## config.mk

```make
export PLATFORM = sky130hd
export DESIGN_NAME = heading_turn_controller
export DESIGN_NICKNAME = d
export VERILOG_FILES = /design/src/rtl/core/htc_pkg.sv /design/src/rtl/core/htc_mul.sv /design/src/rtl/core/htc_arc.sv /design/src/rtl/core/heading_turn_controller.sv
export SDC_FILE = /design/constraint.sdc
export NUM_CORES = 2
export LEC_CHECK = 0
export BUFFER_PORTS_ARGS = -buffer_cell sky130_fd_sc_hd__buf_2
export CORE_MARGIN = 3
export CORE_UTILIZATION = 58
export CTS_BUF_LIST = sky130_fd_sc_hd__clkbuf_8
export DETAILED_ROUTE_END_ITERATION = 6
export PLACE_DENSITY = 0.77
export SYNTH_ARGS = -nofsm -noshare
export SYNTH_HDL_FRONTEND = slang
export SYNTH_SLANG_ARGS = --single-unit
```

## constraint.sdc

```tcl
create_clock -name clk -period 17.15 [get_ports clk]
set_input_delay 4.2875 -clock clk [delete_from_list [all_inputs] [get_ports clk]]
set_output_delay 4.2875 -clock clk [all_outputs]
set_load 0.02 [all_outputs]
```

## src/rtl/core/htc_pkg.sv

```systemverilog
package htc_pkg;

  // Field widths.
  localparam int HEAD_W    = 17;
  localparam int GYRO_W    = 16;
  localparam int VEL_W     = 17;
  localparam int GAIN_W    = 24;
  localparam int MAXV_W    = 16;
  localparam int CFG_IDX_W = 1;
  localparam int ERR_W     = 19;
  localparam int ERR_MAG_W = 18;
  localparam int EFFORT_W  = 16;

  localparam int SPEED_WIDTH_DEF = 16;

  // Angles in centidegrees.
  localparam logic signed [ERR_W-1:0]   HALF_TURN = 19'sd18000;
  localparam logic signed [ERR_W-1:0]   FULL_TURN = 19'sd36000;
  localparam logic [ERR_MAG_W-1:0]      DONE_LOW  = 18'd10;
  localparam logic [ERR_MAG_W-1:0]      DONE_HIGH = 18'd35990;

  // Q1.15 value of 1.0.
  localparam logic [EFFORT_W-1:0] U_ONE = 16'h8000;

  // Register reset values and indexes.
  localparam logic [GAIN_W-1:0]    GAIN_RESET = 24'd1073742;
  localparam logic [MAXV_W-1:0]    MAXV_RESET = 16'hFFFF;
  localparam logic [CFG_IDX_W-1:0] CFG_GAIN   = 1'b0;
  localparam logic [CFG_IDX_W-1:0] CFG_MAXV   = 1'b1;

  // Item kinds.
  localparam logic ACT_START = 1'b0;
  localparam logic ACT_TICK  = 1'b1;

  // Wrap modes.
  localparam logic [1:0] WRAP_NONE = 2'd0;
  localparam logic [1:0] WRAP_POS  = 2'd1;
  localparam logic [1:0] WRAP_NEG  = 2'd2;

  typedef struct packed {
    logic       spin;
    logic [1:0] wrap;
  } arc_t;

endpackage

```

## src/rtl/core/htc_mul.sv

```systemverilog
module htc_mul #(
  parameter int AW = 18,
  parameter int BW = 24
) (
  input  logic             clk,
  input  logic             en,
  input  logic [AW-1:0]    a,
  input  logic [BW-1:0]    b,
  output logic [AW+BW-1:0] p
);

  // Shared unsigned multiplier with a registered product.
  always_ff @(posedge clk) begin
    if (en) begin
      p <= (AW+BW)'(a) * (AW+BW)'(b);
    end
  end

endmodule

```

## src/rtl/core/htc_arc.sv

```systemverilog
module htc_arc #(
  parameter int SPEED_WIDTH = 16
) (
  input  logic signed [htc_pkg::HEAD_W-1:0] tgt,
  input  logic signed [htc_pkg::VEL_W-1:0]  spd,
  input  logic [htc_pkg::GYRO_W-1:0]        gyro,
  input  logic [htc_pkg::MAXV_W-1:0]        max_vel,
  output htc_pkg::arc_t                     arc,
  output logic [SPEED_WIDTH-1:0]            speed
);
  import htc_pkg::*;

  localparam int LW = (SPEED_WIDTH > MAXV_W) ? SPEED_WIDTH : MAXV_W;

  logic signed [ERR_W-1:0] diff;
  logic                    far;
  logic                    ahead;
  logic [VEL_W:0]          neg_spd;
  logic [VEL_W-1:0]        mag;
  logic [MAXV_W-1:0]       lim;
  logic [LW-1:0]           lim_ext;
  logic [LW-1:0]           cap;

  always_comb begin
    diff  = ERR_W'(tgt) - $signed(ERR_W'({1'b0, gyro}));
    far   = (diff > HALF_TURN) || (diff < -HALF_TURN);
    ahead = diff > 0;
    arc.spin = ahead ? far : !far;
    if (!far) begin
      arc.wrap = WRAP_NONE;
    end else if (ahead) begin
      arc.wrap = WRAP_POS;
    end else begin
      arc.wrap = WRAP_NEG;
    end

    // Absolute value, then the register limit, then the width cap.
    neg_spd = -(VEL_W+1)'(spd);
    mag     = spd[VEL_W-1] ? neg_spd[VEL_W-1:0] : spd;
    lim     = (mag > VEL_W'(max_vel)) ? max_vel : mag[MAXV_W-1:0];
    lim_ext = LW'(lim);
    cap     = (LW'(1) << SPEED_WIDTH) - LW'(1);
    speed   = (lim_ext > cap) ? cap[SPEED_WIDTH-1:0] : lim_ext[SPEED_WIDTH-1:0];
  end

endmodule

```

## src/rtl/core/heading_turn_controller.sv

```systemverilog
// Channel  Dir  Handshake          Payload
// s        in   s_tvalid/s_tready  s_tuser: action; s_tdata: target, speed, gyro
// m        out  m_tvalid/m_tready  m_tdata: left, right, spin, active, done
// cfg      in   cfg_we             cfg_index selects gain (0) or speed limit (1)
//
// Every accepted item yields exactly one result. A start item, a tick while idle
// and a finishing tick go from S_EVAL to S_OUT; a wheel-driving tick adds S_MUL1,
// S_MUL2 and S_SIGN, as the one shared multiplier forms the gain product and then
// the wheel product in turn. s_tready is high only while the sequencer idles.
// Reset is synchronous and active high; it restores the register defaults and
// leaves the block idle. A result waiting on m_tready holds the sequencer in its
// output step, while the previous result may still sit in the output register.
module heading_turn_controller #(
  parameter int SPEED_WIDTH = htc_pkg::SPEED_WIDTH_DEF
) (
  input  logic                          clk,
  input  logic                          rst,
  input  logic                          s_tvalid,
  output logic                          s_tready,
  input  logic [55:0]                   s_tdata,  // target_heading, turn_speed, gyro_heading
  input  logic [0:0]                    s_tuser,  // action
  output logic                          m_tvalid,
  input  logic                          m_tready,
  output logic [39:0]                   m_tdata,  // left_velocity, right_velocity,
                                                  // spin_clockwise, active, done_res
  input  logic                          cfg_we,
  input  logic [htc_pkg::CFG_IDX_W-1:0] cfg_index,
  input  logic [htc_pkg::GAIN_W-1:0]    cfg_data
);
  import htc_pkg::*;

  localparam int BW = (SPEED_WIDTH > GAIN_W) ? SPEED_WIDTH : GAIN_W;
  localparam int PW = ERR_MAG_W + BW;
  localparam int UW = PW - 16;

  localparam logic [2:0] S_IDLE = 3'd0;
  localparam logic [2:0] S_EVAL = 3'd1;
  localparam logic [2:0] S_MUL1 = 3'd2;
  localparam logic [2:0] S_MUL2 = 3'd3;
  localparam logic [2:0] S_SIGN = 3'd4;
  localparam logic [2:0] S_OUT  = 3'd5;

  logic [2:0] state;

  // Configuration registers.
  logic [GAIN_W-1:0] prop_gain;
  logic [MAXV_W-1:0] max_velocity;

  // Latched input item.
  logic                     in_action;
  logic signed [HEAD_W-1:0] in_tgt;
  logic signed [VEL_W-1:0]  in_spd;
  logic [GYRO_W-1:0]        in_gyro;

  // Turn state.
  logic                     turning;
  logic signed [HEAD_W-1:0] goal_heading;
  logic [1:0]               wrap_mode;
  logic [SPEED_WIDTH-1:0]   limited_speed;
  logic                     spin_sense;

  // Working values of one item.
  logic                 err_neg;
  logic [ERR_MAG_W-1:0] aerr;
  logic [VEL_W-1:0]     res_right;
  logic                 res_done;

  // Output register.
  logic [VEL_W-1:0] out_left;
  logic [VEL_W-1:0] out_right;
  logic             out_spin;
  logic             out_active;
  logic             out_done;

  arc_t                   arc;
  logic [SPEED_WIDTH-1:0] arc_speed;

  htc_arc #(.SPEED_WIDTH(SPEED_WIDTH)) u_arc (
    .tgt     (in_tgt),
    .spd     (in_spd),
    .gyro    (in_gyro),
    .max_vel (max_velocity),
    .arc     (arc),
    .speed   (arc_speed)
  );

  // Heading error with the wrap correction.
  logic signed [ERR_W-1:0] err;
  logic signed [ERR_W-1:0] err_fix;
  logic [1:0]              wrap_next;
  logic signed [ERR_W-1:0] gyro_s;
  logic signed [ERR_W-1:0] goal_s;
  logic [ERR_W-1:0]        err_abs;
  logic                    is_done;

  always_comb begin
    gyro_s    = $signed(ERR_W'({1'b0, in_gyro}));
    goal_s    = ERR_W'(goal_heading);
    err       = goal_s - gyro_s;
    err_fix   = err;
    wrap_next = wrap_mode;
    case (wrap_mode)
      WRAP_POS: begin
        if (gyro_s < goal_s) begin
          err_fix = err - FULL_TURN;
        end else begin
          wrap_next = WRAP_NONE;
        end
      end
      WRAP_NEG: begin
        if (gyro_s > goal_s) begin
          err_fix = err + FULL_TURN;
        end else begin
          wrap_next = WRAP_NONE;
        end
      end
      default: begin
        wrap_next = WRAP_NONE;
      end
    endcase
    err_abs = err_fix[ERR_W-1] ? ERR_W'(-err_fix) : ERR_W'(err_fix);
    is_done = (err_abs[ERR_MAG_W-1:0] < DONE_LOW) || (err_abs[ERR_MAG_W-1:0] > DONE_HIGH);
  end

  // The shared multiplier: gain times error, then speed times effort.
  logic [PW-1:0]        prod;
  logic [ERR_MAG_W-1:0] mul_a;
  logic [BW-1:0]        mul_b;
  logic [UW-1:0]        u_raw;
  logic [EFFORT_W-1:0]  u_clamp;
  logic [VEL_W-1:0]     vmag;

  always_comb begin
    u_raw   = prod[PW-1:16];
    u_clamp = (u_raw > UW'(U_ONE)) ? U_ONE : u_raw[EFFORT_W-1:0];
    vmag    = prod[VEL_W+14:15];
    if (state == S_MUL1) begin
      mul_a = aerr;
      mul_b = BW'(prop_gain);
    end else begin
      mul_a = ERR_MAG_W'(u_clamp);
      mul_b = BW'(limited_speed);
    end
  end

  htc_mul #(.AW(ERR_MAG_W), .BW(BW)) u_mul (
    .clk (clk),
    .en  ((state == S_MUL1) || (state == S_MUL2)),
    .a   (mul_a),
    .b   (mul_b),
    .p   (prod)
  );

  assign s_tready = (state == S_IDLE);

  // Configuration writes.
  always_ff @(posedge clk) begin
    if (rst) begin
      prop_gain    <= GAIN_RESET;
      max_velocity <= MAXV_RESET;
    end else if (cfg_we) begin
      case (cfg_index)
        CFG_GAIN: prop_gain    <= cfg_data;
        CFG_MAXV: max_velocity <= cfg_data[MAXV_W-1:0];
        default:  prop_gain    <= prop_gain;
      endcase
    end
  end

  // Sequencer and turn state.
  always_ff @(posedge clk) begin
    if (rst) begin
      state         <= S_IDLE;
      turning       <= 1'b0;
      goal_heading  <= '0;
      wrap_mode     <= WRAP_NONE;
      limited_speed <= '0;
      spin_sense    <= 1'b0;
      m_tvalid      <= 1'b0;
    end else begin
      if (m_tvalid && m_tready) begin
        m_tvalid <= 1'b0;
      end
      case (state)
        S_IDLE: begin
          if (s_tvalid) begin
            in_action <= s_tuser[0];
            in_tgt    <= s_tdata[HEAD_W-1:0];
            in_spd    <= s_tdata[HEAD_W+VEL_W-1:HEAD_W];
            in_gyro   <= s_tdata[HEAD_W+VEL_W+GYRO_W-1:HEAD_W+VEL_W];
            state     <= S_EVAL;
          end
        end
        S_EVAL: begin
          res_right <= '0;
          res_done  <= 1'b0;
          err_neg   <= err_fix[ERR_W-1];
          aerr      <= err_abs[ERR_MAG_W-1:0];
          if (in_action == ACT_START) begin
            goal_heading  <= in_tgt;
            limited_speed <= arc_speed;
            spin_sense    <= arc.spin;
            wrap_mode     <= arc.wrap;
            turning       <= 1'b1;
            state         <= S_OUT;
          end else if (!turning) begin
            state <= S_OUT;
          end else begin
            wrap_mode <= wrap_next;
            if (is_done) begin
              turning  <= 1'b0;
              res_done <= 1'b1;
              state    <= S_OUT;
            end else begin
              state <= S_MUL1;
            end
          end
        end
        S_MUL1: begin
          state <= S_MUL2;
        end
        S_MUL2: begin
          state <= S_SIGN;
        end
        S_SIGN: begin
          res_right <= err_neg ? -vmag : vmag;
          state     <= S_OUT;
        end
        S_OUT: begin
          if (!m_tvalid || m_tready) begin
            m_tvalid <= 1'b1;
            state    <= S_IDLE;
          end
        end
        default: begin
          state <= S_IDLE;
        end
      endcase
    end
  end

  // Output payload, loaded together with m_tvalid.
  always_ff @(posedge clk) begin
    if ((state == S_OUT) && (!m_tvalid || m_tready)) begin
      out_left   <= -res_right;
      out_right  <= res_right;
      out_spin   <= spin_sense;
      out_active <= turning;
      out_done   <= res_done;
    end
  end

  assign m_tdata = {3'b000, out_done, out_active, out_spin, out_right, out_left};

endmodule

```

# == Yosys cells after proc, flatten, opt, wreduce, memory -nomap -nowiden ==
# Index checks and enable logic that the tools add are counted.
# word_totals
output_inout_bits,42
latchBits,0
regBits,248
ram_bits,0
word_cells,109
n_memories,0
in_bits,87
mem_bits_ro,0
# classes
addsub,8
mux,33
shifts,0
n_lt_le_gt_ge,10
reduce_logical,19
n_eq_ne,12
n_mul,1
n_div,0
n_bitwise,3
# ops
cell,n
$neg A17 Y17,3
$mux W16,3
$mul A18 B24 Y42,1
$mux W19,2
$pmux W19 S2,1
$gt A18 B16 Y1 const B,2
$mux W18,2
$sub A17 B17 Y18,2
$mux W17,2
$pmux W17 S2,1
$gt A26 B16 Y1 const B,1
$mux W24,1
$add A18 B17 Y19 const B,1
$sub A18 B17 Y19 const B,1
$gt A18 B1 Y1 const B,1
$lt A18 B16 Y1 const B,1
$lt A18 B4 Y1 const B,1
$neg A18 Y18,1
$pmux W3 S6,1
$gt A17 B16 Y1,1
$gt A17 B17 Y1,1
$lt A17 B17 Y1,1
$gt A16 B16 Y1 const B,1
$mux W3,5
other kinds (20),49

# == Logic depth before layout (Yosys ltp) ==
# depth
depth_word,12
depth_mapped,35
ltp_nobuf,32

# == By module ==
# From an unflattened synthesis, not the netlist that was laid out.
# unflattened
hier_cells,3134
area_unflattened_um2,28482.3
# modules_own_cells
module,n_inst,cells_per_inst,area_each_um2,seq_area_each_um2
htc_mul,1,1680,15180.8,1261.2
heading_turn_controller,1,1143,11063.1,5345.1
htc_arc,1,311,2238.4,0.0

# == Worst setup path before layout ==
# Ideal clock, no wire load.
# synth_path
path_type,register to register
startpoint,register state[2]
endpoint,register u_mul.p[41] (data pin)
stages_incl_launch_ff,34
synth_period_minus_slack_ns,9.794
setup_ns,0.260
setup_slack_ns,7.356
t_arrival_ns,9.534
path_cell_list,dfxtp_1 clkbuf_1 nor2b_1 nor2b_1 clkbuf_1 clkbuf_1 clkbuf_1 nand2_1 nand2_1 clkbuf_1 nand2_1 fa_1 inv_1 fa_1 fa_1 fa_1 inv_1 fa_1 inv_1 fa_1 ha_1 nand4_1 a21oi_1 a221o_1 a211oi_2 o31ai_1 a2111oi_1 o31ai_1 and3_1 a31o_2 o41a_1 a211o_1 a21oi_1 xnor2_1
# synth_between
elab_chain_len,3
elab_cells_between_ends,4
classes_between,1 x mul; 1 x eq/ne; 2 x mux
# synth_rtl
element,line,text
start: declaration,heading_turn_controller.sv:43,logic [2:0] state;
start signal: assignment,heading_turn_controller.sv:173,state <= S_IDLE;
start signal: assignment,heading_turn_controller.sv:191,state <= S_EVAL;
start signal: assignment,heading_turn_controller.sv:205,state <= S_OUT;
$eq A3 B2 Y1 (*),heading_turn_controller.sv:137,if (state == S_MUL1) begin
$mux W18 or $mux W24 (tied branches),heading_turn_controller.sv:137,
$mul A18 B24 Y42 (*),htc_mul.sv:15,p <= (AW+BW)'(a) * (AW+BW)'(b);
end signal: assignment,htc_mul.sv:15,
end: declaration,htc_mul.sv:9,output logic [AW+BW-1:0] p
# Every way passes the cells marked *; elsewhere a longest branch is shown, timed or not.
# A chain may end at the register's enable or synchronous reset.

# == Worst setup path in the final report ==
# layout_path
startpoint,register u_mul.p[26]
endpoint,register u_mul.p[41] (data pin)
# layout_between
elab_chain_len,4
# layout_rtl
element,line,text
$gt A26 B16 Y1,heading_turn_controller.sv:135,u_clamp = (u_raw > UW'(U_ONE)) ? U_ONE : u_raw[EFFORT_W-1:0];
$mux W16 (*),heading_turn_controller.sv:135,
$mux W18 (*),heading_turn_controller.sv:137,
$mul A18 B24 Y42 (*),htc_mul.sv:15,
# Marks and branches as above.

==> metrics.txt <==
Syn Inst Count 2879; R2R depth 30; Max Clock Skew roughly 0.035 ns; Bufs and invs on worst path 4; number of antenna violations at the first check in global routing 2; Least-Margin Pin Slew 1.23 ns; top post-synthesis cells by area fa_1 (27%), edfxtp_1 (17%), ha_1 (8.2%); Hold Startpoint spin_sense; post-DP HPWL 52900 um; CP Capture Type flop; root buffer cell clkbuf_8; Setup Buffers After CTS 0; max incr delay on CP 0.98 ns; Critical R2R Launch u_mul.p[26]; Final GP Congestion 0.969; first-pass GRT wire length 108000 um; H-tree depth 2; Initial Util 58.9%; post-DR vias/cell 5.80; Die Area around 0.048 mm^2; PwrDens 58.8 mW/mm^2; Routed wire per std cell 18.7 um; Port Buf Inserts 119; number of nets in the layout 3547; CP max stage cell a22o_1; TritonCTS clock tree yes; run status finished, final reports clean; largest net degree at the start of global routing 89; leading area contributor after synthesis fa_1; WHS Path Cells 0; syn avg cell area 9.06 um^2; # diodes 0; Setup violations, final 0; DR iter-0 viols 1544; via count 20.6k; CP max FO 27; clk sink count about 230; total track usage about 29%; grt ovf 0; CTS resizes 0; clk_lat worst skew 0.60 ns; count of state elements after synthesis 232; Post-Syn Area 0.0261 mm^2; Most common cell on crit path fa_1; min Tclk post-route 10.40 ns; final hold slack about 0.44 ns; Setup TNS Final 0 ns; Max Cap Viol 0; core footprint 0.0443 mm^2; f_max 96.2 MHz; Tcrit/Tclk final 60.6%; share of layout cells above drive strength 1 8.62%; CP Launch Point u_mul.p[26]; Routed Antenna Nets 0; sequential area share after synthesis between 20% and 30%; Pre-antenna DRT Iters 5; CTS buffer count between 40 and 50; Top FF cell, synth edfxtp_1; max_slew headroom 17.8%; EDFF count, synth 151; synth unique cells approximately 110; Util after Layout 63.2%; Synthesis Warnings 0; CP startpoint kind flop; Routed Wire Length 66600 um; worst min path class flop to flop; fin. max-slew vios 0; leakage power ~0.013 uW; Final Hold Viols 0; Core Rows 77; Ports approximately 130; cts hold-fix bufs 0; CP Data Arrival Time 10.71 ns; area growth from synthesis to layout 7.25%; Die Ht 218 um; Peak VDD IR between 0.08 and 0.09 mV; Die W 218 um; RSZ-0062 raised after global routing false; Clock Tree Buf Depth 3; CP Class flop to flop; drt drc 0; stages on the worst setup path 30; Crit path max-delay family compound AO/OA/AOI/OAI gates; post-synth top area share 27.0%; Clock transition at path regs 0.07 ns; vias in the first global route around 21k; Worst EP required 17.47 ns; FFs w/ async S/R, synth 0%
-- power breakdown --
part           internal, uW  switching, uW
Sequential              646           39.3
Clock                   314            237
Combinational           148            262
Total                  1110            539
-- routing by layer --
metal | up-vias | global-route usage [%] | share of wire (%)
met1 | 10000 | 37.5 | 41
met5 | - | 0 | 0.021
li1 | 9447 | - | -
met2 | 953 | 47.3 | 47
met4 | 2 | 11.0 | 4.1
met3 | 198 | 5.13 | 8.1
-- metrics by stage --
stage	std cells	total power [uW]	worst slack [ns]	area, um^2
after floorplan	2881	980	7.36	26100
after global placement	3486	1080	7.09	27100
after detailed placement	3486	1100	6.88	27100
after CTS	3561	1650	6.88	28000
after global routing	3561	1730	6.34	28000
final	3561	1650	6.75	28000
-- cell type report --
| class | count | area (um^2) |
|---|---|---|
| Inverter | 475 | 1780 |
| Clock buffer | 44 | 606 |
| Timing Repair Buffer | 143 | 776 |
| Multi-Input combinational cell | 2044 | 17700 |
| Sequential cell | 232 | 6160 |
| Tap cell | 592 | 741 |
| Clock inverter | 31 | 274 |
| Fill cell | 3697 | 16300 |
-- synth_stat cells (all sizes together), types with 12 or more instances --
library cell    n
a22oi          15
nand4          26
o311ai         15
inv           472
o21ai          55
nor2          191
and2           39
and3           31
nand3          74
ha            171
a21oi          97
o21a           13
clkbuf        111
nor2b          19
mux2i          24
buf            19
dfxtp          81
a211oi         12
nand2         530
or4            14
nor3           31
o211ai         13
xnor2          49
a22o           19
fa            352
a21o           19
xor2           55
edfxtp        151
nand2b         19
-- layout by cell type, fill, tap and decap left out, types with 44 or more instances in the layout --
cell / Yosys / layout
nand2_1: 529 / 529
inv_1: 471 / 483
fa_1: 352 / 352
nor2_1: 191 / 189
ha_1: 171 / 171
edfxtp_1: 151 / 151
buf_2: 3 / 119
a21oi_1: 92 / 92
dfxtp_1: 81 / 81
nand3_1: 74 / 74
xor2_1: 54 / 54
xnor2_1: 48 / 48
o21ai_0: 46 / 46
clkbuf_8: 0 / 44
-- worst paths after layout --
path	end	slack [ns]
worst min-delay path	out_spin	0.44
worst min register to register	out_spin	0.44
worst max register to register	u_mul.p[41]	6.75
worst max-delay path	u_mul.p[41]	6.75
-- worst register-to-register path: cells and delay by family (launching register included) --
kind / cells / cell delay, ns
compound gates: 12 / 3.94
simple gates: 6 / 1.74
xor+xnor: 1 / 0.09
fa+ha+maj: 7 / 3.45
flops: 1 / 0.48
buf+inv: 4 / 0.45
-- registers in the layout (all words and copies together), names as in the netlist, 3 cells and up --
| signal | flops |
|---|---|
| max_velocity | 16 |
| in_tgt | 17 |
| res_right | 17 |
| state | 3 |
| in_spd | 17 |
| aerr | 18 |
| limited_speed | 16 |
| in_gyro | 16 |
| out_left | 17 |
| out_right | 16 |
| u_mul.p | 27 |
| goal_heading | 17 |
| prop_gain | 24 |
-- kinds of logic after synthesis --
family / count (synthesis) / share of synthesized area [%]
AOI/OAI and AO/OA: 366 / 10.3
xor gates and xnor gates: 104 / 3.55
adders and majority gates: 523 / 35.2
buffers and inverters: 605 / 8.87
DFF: 232 / 23.6
muxes: 25 / 0.964
other: 1 / 0.0144
and+or+nand+nor: 1023 / 17.5
Note: power is estimated with default switching activity, not from simulation.
